`config.mk`:
```
export PLATFORM = sky130hd
export DESIGN_NAME = ntc_trimmed_mean_rolling_filter
export DESIGN_NICKNAME = d
export VERILOG_FILES = /design/src/hdl/ntctmrf_pkg.sv /design/src/hdl/ntctmrf_group.sv /design/src/hdl/ntc_trimmed_mean_rolling_filter.sv
export SDC_FILE = /design/constraint.sdc
export NUM_CORES = 1
export LEC_CHECK = 0
export BUFFER_PORTS_ARGS = -buffer_cell sky130_fd_sc_hd__buf_4
export CORE_MARGIN = 10
export CORE_UTILIZATION = 30
export DETAILED_ROUTE_END_ITERATION = 8
export PLACE_DENSITY = 0.52
export SLEW_MARGIN = 5
export SYNTH_ARGS = -nofsm -noshare
export SYNTH_HDL_FRONTEND = slang
export SYNTH_SLANG_ARGS = --single-unit
```
`constraint.sdc`:
```
create_clock -name aclk -period 8.4 [get_ports aclk]
set_input_delay 1.68 -clock aclk [delete_from_list [all_inputs] [get_ports aclk]]
set_output_delay 1.68 -clock aclk [all_outputs]
set_load 0.005 [all_outputs]
```
`src/hdl/ntctmrf_pkg.sv`:
```
// shared constants and types for the trimmed-mean rolling filter
package ntctmrf_pkg;

    // sample and history geometry
    localparam int ADC_BITS      = 12;
    localparam int HISTORY_DEPTH = 4;
    localparam int PTR_W         = (HISTORY_DEPTH > 1) ? $clog2(HISTORY_DEPTH) : 1;
    localparam int TOTAL_W       = ADC_BITS + $clog2(HISTORY_DEPTH);

    // group accumulation
    localparam int GROUP_SIZE    = 10;
    localparam int TRIM_DIV      = 8;
    localparam int TRIM_SHIFT    = $clog2(TRIM_DIV);
    localparam int CNT_W         = $clog2(GROUP_SIZE);
    localparam int SUM_W         = ADC_BITS + 4;

    // stream payload widths, padded to whole bytes
    localparam int S_DATA_W      = ((ADC_BITS + 7) / 8) * 8;
    localparam int M_DATA_W      = ((2 * ADC_BITS + 7) / 8) * 8;

    // status from the group accumulator to the top level
    typedef struct packed {
        logic                last;     // the beat being offered closes the group
        logic [ADC_BITS-1:0] trimmed;  // trimmed mean if that beat is taken
    } grp_status_t;

endpackage

```
`src/hdl/ntctmrf_group.sv`:
```
// group accumulator: running sum, max and min over ten samples, trimmed mean
module ntctmrf_group
    import ntctmrf_pkg::*;
(
    input  logic                aclk,
    input  logic                aresetn,
    input  logic                step,
    input  logic [ADC_BITS-1:0] sample,
    output grp_status_t         status
);

    logic [CNT_W-1:0]    count_reg, count_next;
    logic [SUM_W-1:0]    sum_reg, sum_next;
    logic [ADC_BITS-1:0] max_reg, max_next;
    logic [ADC_BITS-1:0] min_reg, min_next;
    logic [SUM_W-1:0]    trim_sum;

    // fold the offered sample into the running values
    always_comb begin
        sum_next = sum_reg + SUM_W'(sample);
        max_next = (sample > max_reg) ? sample : max_reg;
        min_next = (sample < min_reg) ? sample : min_reg;
        count_next = count_reg + CNT_W'(1);
        trim_sum = sum_next - SUM_W'(max_next) - SUM_W'(min_next);
    end

    assign status.last    = (count_reg == CNT_W'(GROUP_SIZE - 1));
    assign status.trimmed = ADC_BITS'(trim_sum >> TRIM_SHIFT);

    // group state, restarted after the closing sample
    always_ff @(posedge aclk) begin
        if (!aresetn) begin
            count_reg <= '0;
            sum_reg   <= '0;
            max_reg   <= '0;
            min_reg   <= '1;
        end else if (step) begin
            if (status.last) begin
                count_reg <= '0;
                sum_reg   <= '0;
                max_reg   <= '0;
                min_reg   <= '1;
            end else begin
                count_reg <= count_next;
                sum_reg   <= sum_next;
                max_reg   <= max_next;
                min_reg   <= min_next;
            end
        end
    end

endmodule

```
`src/hdl/ntc_trimmed_mean_rolling_filter.sv`:
```
// top level of the thermistor trimmed-mean rolling filter
// One 12-bit ADC sample enters per beat on the slave side; every tenth sample
// closes a group, whose one largest and one smallest values are dropped and the
// other eight averaged. That trimmed mean goes into a four-entry history ring
// (all zeros after reset) and one result beat leaves on the master side with
// the ring mean and the trimmed mean. Samples are taken at one per cycle while
// no closing sample waits: a sample passes an input register, then the
// accumulator and ring update logic, and a result lands in the output register
// as its closing sample leaves the input register. Only a closing sample waits on
// a stalled master side; the others keep flowing while a result is held.
module ntc_trimmed_mean_rolling_filter
    import ntctmrf_pkg::*;
(
    input  logic                aclk,
    input  logic                aresetn,
    input  logic                s_tvalid,
    output logic                s_tready,
    input  logic [S_DATA_W-1:0] s_tdata,   // sample, then zero pad
    output logic                m_tvalid,
    input  logic                m_tready,
    output logic [M_DATA_W-1:0] m_tdata    // rolling_mean, trimmed_mean
);

    logic                in_valid_reg;
    logic [ADC_BITS-1:0] in_sample_reg;
    logic                m_valid_reg;
    logic [ADC_BITS-1:0] rolling_reg;
    logic [ADC_BITS-1:0] trimmed_reg;
    logic [ADC_BITS-1:0] ring_reg [HISTORY_DEPTH];
    logic [PTR_W-1:0]    ptr_reg, ptr_next;
    logic [TOTAL_W-1:0]  total_reg, total_next;
    logic                out_free;
    logic                fire;
    logic                close;
    grp_status_t         grp;

    // pipeline control
    assign out_free = !m_valid_reg || m_tready;
    assign fire     = in_valid_reg && (!grp.last || out_free);
    assign close    = fire && grp.last;
    assign s_tready = !in_valid_reg || fire;

    // input register
    always_ff @(posedge aclk) begin
        if (!aresetn) begin
            in_valid_reg <= 1'b0;
        end else if (s_tvalid && s_tready) begin
            in_valid_reg <= 1'b1;
        end else if (fire) begin
            in_valid_reg <= 1'b0;
        end
    end

    always_ff @(posedge aclk) begin
        if (s_tvalid && s_tready) begin
            in_sample_reg <= s_tdata[ADC_BITS-1:0];
        end
    end

    ntctmrf_group u_group (
        .aclk    (aclk),
        .aresetn (aresetn),
        .step    (fire),
        .sample  (in_sample_reg),
        .status  (grp)
    );

    // ring total with the overwritten entry swapped for the new trimmed mean
    always_comb begin
        total_next = total_reg - TOTAL_W'(ring_reg[ptr_reg]) + TOTAL_W'(grp.trimmed);
        if (ptr_reg == PTR_W'(HISTORY_DEPTH - 1)) begin
            ptr_next = '0;
        end else begin
            ptr_next = ptr_reg + PTR_W'(1);
        end
    end

    // history ring, pointer and running total
    always_ff @(posedge aclk) begin
        if (!aresetn) begin
            for (int i = 0; i < HISTORY_DEPTH; i++) begin
                ring_reg[i] <= '0;
            end
            ptr_reg   <= '0;
            total_reg <= '0;
        end else if (close) begin
            ring_reg[ptr_reg] <= grp.trimmed;
            ptr_reg           <= ptr_next;
            total_reg         <= total_next;
        end
    end

    // output register
    always_ff @(posedge aclk) begin
        if (!aresetn) begin
            m_valid_reg <= 1'b0;
        end else if (close) begin
            m_valid_reg <= 1'b1;
        end else if (m_tready) begin
            m_valid_reg <= 1'b0;
        end
    end

    always_ff @(posedge aclk) begin
        if (close) begin
            rolling_reg <= ADC_BITS'(total_next / HISTORY_DEPTH);
            trimmed_reg <= grp.trimmed;
        end
    end

    assign m_tvalid = m_valid_reg;
    assign m_tdata  = M_DATA_W'({trimmed_reg, rolling_reg});

endmodule

```
==> qor.json, run 1 <==
{
  "insertedDiodeCount": {"value": 0},
  "grt_first_pass_wirelength": {"value": 31990, "unit": "um"},
  "p_clk_share": {"value": 19.7, "unit": "%"},
  "first_global_vias": {"value": 6148},
  "layout.core_utilization": {"value": 35.42, "unit": "%"},
  "synth_top_area_share": {"value": 29.65, "unit": "%"},
  "chipHeight": {"value": 188.4, "unit": "um"},
  "core": {"value": 27860, "unit": "sq um"},
  "power_frac_comb": {"value": 56.3, "unit": "%"},
  "netSwitchingFraction": {"value": 41.72, "unit": "%"},
  "synth_xor_xnor_area_share": {"value": 3.588, "unit": "%"},
  "worstSetupPathType": {"value": "reg -> reg"},
  "fraction_of_layout_instances_using_a_drive_strength_above_1": {"value": 12.98, "unit": "%"},
  "share_of_flip_flops_with_an_asynchronous_set_or_reset": {"value": 0, "unit": "%"},
  "internal_power": {"value": 2.255, "unit": "mW"},
  "postSynth.topFlopCell": {"value": "sky130_fd_sc_hd__edfxtp_1"},
  "synth_common_cells": {"value": "111 x sky130_fd_sc_hd__nor2_1, 87 x sky130_fd_sc_hd__inv_1, 84 x sky130_fd_sc_hd__edfxtp_1, 64 x sky130_fd_sc_hd__ha_1, 63 x sky130_fd_sc_hd__dfxtp_1"},
  "holdBufCountCts": {"value": 0},
  "area_of_the_die": {"value": 35500, "unit": "sq um"},
  "endpoint_kind": {"value": "register"},
  "maxSlewHeadroom": {"value": 29.34, "unit": "%"},
  "synth_compound_gate_area_share": {"value": 13.79, "unit": "%"},
  "cts_inserted_buffers": {"value": 17},
  "clkLatencyLatePin": {"value": 0.43, "unit": "ns"},
  "drt.antenna.violating_nets": {"value": 0},
  "dr.first_iter.drc_count": {"value": 346},
  "met3RoutedLength": {"value": 787, "unit": "um"},
  "dr.max_layer_used": {"value": "met4"},
  "unrepaired_setup_endpoints_after_global_routing": {"value": "no"},
  "postSynthAreaPerCell": {"value": 10.17, "unit": "sq um"},
  "number_of_flip_flops_and_latches_in_the_synthesized_netlist": {"value": 147},
  "setup.worst_path.start_class": {"value": "register"},
  "cts.sink_count": {"value": 147},
  "wl_per_cell": {"value": 15.01, "unit": "um"},
  "post_route_fraction_of_the_period_consumed_by_the_critical_path": {"value": 87.49, "unit": "%"},
  "fin_nets": {"value": 988},
  "dpl_cell_area": {"value": 9288, "unit": "sq um"},
  "routed-via-count": {"value": 6002},
  "final-setup-viol-count": {"value": 0},
  "synth.cell_area": {"value": 8508, "unit": "sq um"},
  "wl": {"value": 19100, "unit": "um"},
  "top_count_cell_post_synth": {"value": "sky130_fd_sc_hd__nor2_1"},
  "num_io_pins": {"value": 46},
  "drv_slew": {"value": 0},
  "share_seq_of_total_power": {"value": 24.1, "unit": "%"},
  "clkSlewWorstSetupHoldPaths": {"value": 0.06, "unit": "ns"},
  "synth-seq-area-share": {"value": 44.47, "unit": "%"},
  "floorplan.initialDensity": {"value": 30.54, "unit": "%"},
  "critical-path-slowest-cell": {"value": "sky130_fd_sc_hd__edfxtp_1"},
  "timing.max_cap.violations": {"value": 0},
  "synth_top_area_cell": {"value": "sky130_fd_sc_hd__edfxtp_1"},
  "tritoncts": {"value": "built"},
  "combinational_family_with_the_most_area_after_synthesis": {"value": "adder cells"},
  "timing.critical_path.fanout_max": {"value": 24},
  "antenna_violations_before_repair": {"value": 0},
  "postLayoutCellArea": {"value": 9868, "unit": "sq um"},
  "num-fill-cells": {"value": 2812},
  "synthSimpleGateAreaFrac": {"value": 13.84, "unit": "%"},
  "rows": {"value": 61},
  "hold_path_class": {"value": "reg -> reg"},
  "synth-edff-count": {"value": 84},
  "gate_count_of_the_mapped_netlist": {"value": 837},
  "yosysWarningCount": {"value": 0},
  "grt-ovfl-total": {"value": 0},
  "run_status": {"value": "finished, final reports clean"},
  "largest_vdd_supply_drop": {"value": 0.0001564, "unit": "V"},
  "globalRouteTotalUtil": {"value": 11.17, "unit": "%"},
  "portBuffers": {"value": 41},
  "grt_max_degree": {"value": 39},
  "met2_length": {"value": 8874, "unit": "um"},
  "power_switching": {"value": 1.614, "unit": "mW"},
  "worstPathRequired": {"value": 8.72, "unit": "ns"},
  "cell_pwr_density": {"value": 392.1, "unit": "nW/um^2"},
  "detail_route.vias_per_cell": {"value": 4.719},
  "finalSetupTns": {"value": 0, "unit": "ns"},
  "postCtsSetupRepairBufs": {"value": 0},
  "yosys.area_share.adder": {"value": 14.82, "unit": "%"},
  "largest_register_ff_count": {"value": 48},
  "layout_min_cycle_time": {"value": 7.349, "unit": "ns"},
  "drc": {"value": 0},
  "report.final.hold_viol_count": {"value": 0},
  "net_count_of_the_mapped_netlist": {"value": 944},
  "dr.pass1.iters": {"value": 6},
  "ctsResizeCount": {"value": 0},
  "max_stage_delay": {"value": 0.50, "unit": "ns"},
  "cts.htree.levels": {"value": 4},
  "fin_skew": {"value": 0.01179, "unit": "ns"},
  "detailed_placer_s_ending_hpwl": {"value": 13820, "unit": "um"},
  "yosys.cell_types.count": {"value": 64},
  "syn_to_final_growth": {"value": 15.99, "unit": "%"},
  "max_clk_rate": {"value": 0.1361, "unit": "GHz"},
  "synthMuxAreaShare": {"value": 4.059, "unit": "%"},
  "holdWs": {"value": 0.4580, "unit": "ns"},
  "finalWeightedCongestion": {"value": 0.8069},
  "tightest_slew": {"value": 1.060, "unit": "ns"},
  "detail_route.wirelength.met1": {"value": 9241, "unit": "um"},
  "critPathMostFrequentCell": {"value": "sky130_fd_sc_hd__ha_1"},
  "synthTopCellsByArea": {"value": "sky130_fd_sc_hd__edfxtp_1 30%, sky130_fd_sc_hd__dfxtp_1 15%, sky130_fd_sc_hd__ha_1 9.4%"},
  "master_cell_of_the_clock_root_buffer": {"value": "sky130_fd_sc_hd__clkbuf_16"},
  "p_leak": {"value": 4.098, "unit": "nW"},
  "cp.arrival": {"value": 7.67, "unit": "ns"},
  "cts_buffer_depth": {"value": 2},
  "chipWidth": {"value": 188.4, "unit": "um"}
}
-- metrics by stage --
| step | total power [mW] | setup slack [ns] | instances |
|---|---|---|---|
| after floorplan | 2.533 | 1.984 | 837 |
| after global placement | 3.110 | 1.129 | 1240 |
| after detailed placement | 3.131 | 1.087 | 1240 |
| after CTS | 3.919 | 0.9983 | 1272 |
| after global routing | 4.227 | 0.4039 | 1272 |
| final | 3.869 | 1.051 | 1272 |
-- layer usage --
layer / up-vias / track usage (%)
met1: 2860 / 14.62
met4: 0 / 3.144
met3: 17 / 2.696
li1: 3030 / -
met5: - / 0
met2: 95 / 17.95
-- kinds of logic (layout without fill, tap and decap cells) --
family          after synthesis  in the layout
compound gates              177            177
xor+xnor                     34             34
fa+ha+maj                    87             87
buf+inv                     121            178
flops                       147            147
mux                          19             19
simple gates                252            252
-- cells in the final DEF, fill, tap and decap left out, types with 22 or more instances in the layout --
| master | instances |
|---|---|
| sky130_fd_sc_hd__nor2_1 | 111 |
| sky130_fd_sc_hd__inv_1 | 87 |
| sky130_fd_sc_hd__edfxtp_1 | 84 |
| sky130_fd_sc_hd__ha_1 | 64 |
| sky130_fd_sc_hd__dfxtp_1 | 63 |
| sky130_fd_sc_hd__a21oi_1 | 60 |
| sky130_fd_sc_hd__buf_4 | 57 |
| sky130_fd_sc_hd__nand2_1 | 49 |
| sky130_fd_sc_hd__nand3_1 | 33 |
| sky130_fd_sc_hd__o21ai_0 | 30 |
| sky130_fd_sc_hd__fa_1 | 23 |
| sky130_fd_sc_hd__xnor2_1 | 22 |
-- layout make-up --
type	count	area, sq um	area share (%)
Clock buffer	18	429.2	4.349
Clock inverter	14	151.4	1.534
Inverter	89	334.1	3.385
Multi-Input combinational cell	569	4269	43.26
Sequential cell	147	3784	38.34
Tap cell	378	473.0	4.793
Timing Repair Buffer	57	427.9	4.336
-- worst max-delay path, delay by kind of cell, from the launching register on --
family / cells / cell delay [ns]
buffers and inverters: 2 / 0.43
xor gates and xnor gates: 2 / 0.51
DFF: 1 / 0.50
adders and majority gates: 5 / 1.90
AOI/OAI and AO/OA: 15 / 3.05
and+or+nand+nor: 4 / 0.82
-- power groups by stage --
stage               logic (mW)  clock network, mW  registers, mW
detailed placement        2.18                  0          0.947
CTS                       2.21              0.783          0.931
global route              2.48              0.815          0.935
global placement          2.16                  0          0.946
floorplan                 1.59                  0          0.938
finish                    2.18              0.761          0.931
-- path summary, 6_finish.rpt --
path	slack, ns	start	depth (start not counted)	to
setup reg to reg	1.05	in_sample_reg[5]$_DFFE_PP_	28	total_reg[11]$_SDFFE_PN0P_
hold reg to reg	0.46	total_reg[9]$_SDFFE_PN0P_	2	total_reg[9]$_SDFFE_PN0P_
setup / recovery	1.05	in_sample_reg[5]$_DFFE_PP_	28	total_reg[11]$_SDFFE_PN0P_
hold / removal	0.46	total_reg[9]$_SDFFE_PN0P_	2	total_reg[9]$_SDFFE_PN0P_
(Power assumes the default switching activity.)
==> run 2, diff against run 1 <==
==> constraint.sdc (replaced) <==
create_clock -name aclk -period 8.9 [get_ports aclk]
set_input_delay 1.78 -clock aclk [delete_from_list [all_inputs] [get_ports aclk]]
set_output_delay 1.78 -clock aclk [all_outputs]
set_load 0.005 [all_outputs]
==> qor.json, run 2 (same netlist as run 1, synthesis figures left out) <==
{
  "globalRouteTotalUtil": {"value": 11.08, "unit": "%"},
  "post_route_fraction_of_the_period_consumed_by_the_critical_path": {"value": 84.41, "unit": "%"},
  "drt.antenna.violating_nets": {"value": 0},
  "portBuffers": {"value": 41},
  "antenna_violations_before_repair": {"value": 0},
  "area_of_the_die": {"value": 35500, "unit": "sq um"},
  "endpoint_kind": {"value": "register"},
  "cts_inserted_buffers": {"value": 17},
  "largest_register_ff_count": {"value": 48},
  "mostFrequentLayoutCell": {"value": "sky130_fd_sc_hd__nor2_1"},
  "maxSlewHeadroom": {"value": 32.54, "unit": "%"},
  "cp.arrival": {"value": 7.83, "unit": "ns"},
  "p_leak": {"value": 4.124, "unit": "nW"},
  "postCtsSetupRepairBufs": {"value": 0},
  "finalWeightedCongestion": {"value": 0.7990},
  "met1_usage": {"value": 14.24, "unit": "%"},
  "finalSetupTns": {"value": 0, "unit": "ns"},
  "chipWidth": {"value": 188.4, "unit": "um"},
  "placed_cells": {"value": 1237},
  "use_met2": {"value": 18.28, "unit": "%"},
  "floorplan.initialDensity": {"value": 30.54, "unit": "%"},
  "ctsResizeCount": {"value": 0},
  "worstPathRequired": {"value": 9.22, "unit": "ns"},
  "fin_nets": {"value": 985},
  "grt_most_used_layer": {"value": "met2"},
  "num_io_pins": {"value": 46},
  "dpl_cell_area": {"value": 9265, "unit": "sq um"},
  "hold_path_class": {"value": "reg -> reg"},
  "master_cell_of_the_clock_root_buffer": {"value": "sky130_fd_sc_hd__clkbuf_16"},
  "max_clk_rate": {"value": 0.1331, "unit": "GHz"},
  "fraction_of_layout_instances_using_a_drive_strength_above_1": {"value": 12.79, "unit": "%"},
  "drc": {"value": 0},
  "core": {"value": 27860, "unit": "sq um"},
  "cts.htree.levels": {"value": 4},
  "final-setup-viol-count": {"value": 0},
  "cts.sink_count": {"value": 147},
  "drv_slew": {"value": 0},
  "cts_buffer_depth": {"value": 2},
  "setup.worst_path.start_class": {"value": "register"},
  "routed-via-count": {"value": 5949},
  "detailed_placer_s_ending_hpwl": {"value": 13790, "unit": "um"},
  "grt_max_degree": {"value": 39},
  "holdBufCountCts": {"value": 0},
  "syn_to_final_growth": {"value": 16.56, "unit": "%"},
  "largest_vdd_supply_drop": {"value": 0.0001750, "unit": "V"},
  "clkSlewWorstSetupHoldPaths": {"value": 0.07, "unit": "ns"},
  "most_frequent_cells_in_the_layout": {"value": "111 x sky130_fd_sc_hd__nor2_1, 87 x sky130_fd_sc_hd__inv_1, 84 x sky130_fd_sc_hd__edfxtp_1, 64 x sky130_fd_sc_hd__ha_1, 63 x sky130_fd_sc_hd__dfxtp_1"},
  "timing.critical_path.fanout_max": {"value": 19},
  "run_status": {"value": "finished, final reports clean"},
  "grt-ovfl-total": {"value": 0},
  "tritoncts": {"value": "built"},
  "post-route-worst-setup-slack": {"value": 1.387, "unit": "ns"},
  "layoutNonFillerInstCount": {"value": 1269},
  "worstSetupPathType": {"value": "reg -> reg"},
  "timing.max_cap.violations": {"value": 0},
  "unrepaired_setup_endpoints_after_global_routing": {"value": "no"},
  "rows": {"value": 61},
  "wl": {"value": 19040, "unit": "um"},
  "report.final.hold_viol_count": {"value": 0},
  "dr.first_iter.drc_count": {"value": 327},
  "layout_min_cycle_time": {"value": 7.513, "unit": "ns"},
  "cell_pwr_density": {"value": 373.9, "unit": "nW/um^2"},
  "dr.pass1.iters": {"value": 5},
  "postLayoutCellArea": {"value": 9917, "unit": "sq um"},
  "grt_first_pass_wirelength": {"value": 31880, "unit": "um"},
  "placement.setup.worst_slack": {"value": 1.352, "unit": "ns"},
  "layout.core_utilization": {"value": 35.60, "unit": "%"},
  "clkLatencyLatePin": {"value": 0.43, "unit": "ns"},
  "first_global_vias": {"value": 6099},
  "insertedDiodeCount": {"value": 0},
  "wl_per_cell": {"value": 15.00, "unit": "um"},
  "tightest_slew": {"value": 1.012, "unit": "ns"},
  "chipHeight": {"value": 188.4, "unit": "um"},
  "detail_route.vias_per_cell": {"value": 4.688},
  "fin_skew": {"value": 0.01582, "unit": "ns"},
  "globalRouteMet3Util": {"value": 2.419, "unit": "%"}
}
[run 2: routing by layer]
layer  routed length, um  share of wire (%)
met1                9111                 48
met2                9043                 47
met3                 668                3.5
met4                 216                1.1
met5                   0                  0
[run 2: layout make-up]
| type | instances | area, sq um |
|---|---|---|
| fill | 2844 | 17940 |
| multi-input combinational | 569 | 4269 |
| sequential | 147 | 3784 |
| tap | 378 | 473.0 |
| clock buffer | 18 | 429.2 |
| timing repair buffer | 54 | 405.4 |
| inverter | 89 | 334.1 |
| clock inverter | 14 | 222.7 |
[run 2: worst paths after layout]
kind / from / cells after the start / to / slack, ns
max: in_sample_reg[6]$_DFFE_PP_ / 26 / total_reg[11]$_SDFFE_PN0P_ / 1.39
min: total_reg[5]$_SDFFE_PN0P_ / 2 / total_reg[5]$_SDFFE_PN0P_ / 0.46
max reg2reg: in_sample_reg[6]$_DFFE_PP_ / 26 / total_reg[11]$_SDFFE_PN0P_ / 1.39
min reg2reg: total_reg[5]$_SDFFE_PN0P_ / 2 / total_reg[5]$_SDFFE_PN0P_ / 0.46
[run 2: critical path: stages (launching register included)]
cell and delay (ns):
sky130_fd_sc_hd__edfxtp_1 0.51, sky130_fd_sc_hd__ha_1 0.36, sky130_fd_sc_hd__and3_1 0.20, sky130_fd_sc_hd__a221oi_1 0.23, sky130_fd_sc_hd__o21ai_1 0.16, sky130_fd_sc_hd__a41o_1 0.30
sky130_fd_sc_hd__o22ai_2 0.70, sky130_fd_sc_hd__buf_4 0.29, sky130_fd_sc_hd__nor2_1 0.05, sky130_fd_sc_hd__a21oi_1 0.16, sky130_fd_sc_hd__fa_1 0.48, sky130_fd_sc_hd__ha_1 0.40
sky130_fd_sc_hd__a21o_1 0.22, sky130_fd_sc_hd__a21o_1 0.19, sky130_fd_sc_hd__o21ai_0 0.26, sky130_fd_sc_hd__a21oi_1 0.12, sky130_fd_sc_hd__nor3_2 0.53, sky130_fd_sc_hd__fa_1 0.53
sky130_fd_sc_hd__inv_1 0.07, sky130_fd_sc_hd__ha_1 0.29, sky130_fd_sc_hd__and3_1 0.20, sky130_fd_sc_hd__a21oi_1 0.11, sky130_fd_sc_hd__o21ai_1 0.12, sky130_fd_sc_hd__or4_1 0.42
sky130_fd_sc_hd__o311ai_1 0.12, sky130_fd_sc_hd__xnor2_1 0.17, sky130_fd_sc_hd__a22o_1 0.23
[run 2: stage by stage]
stage | power, mW | hold slack, ns
5_1_grt | 4.006 | 0.4791
3_5_place_dp | 2.913 | 0.4545
2_1_floorplan | 2.391 | 0.4363
3_3_place_gp | 2.893 | 0.4434
6_report | 3.708 | 0.4600
4_1_cts | 3.745 | 0.4665
[run 2: report_power, final]
part,internal (mW),switching (mW)
registers,0.859,0.0200
clock network,0.503,0.307
logic,0.822,1.20
total,2.18,1.52
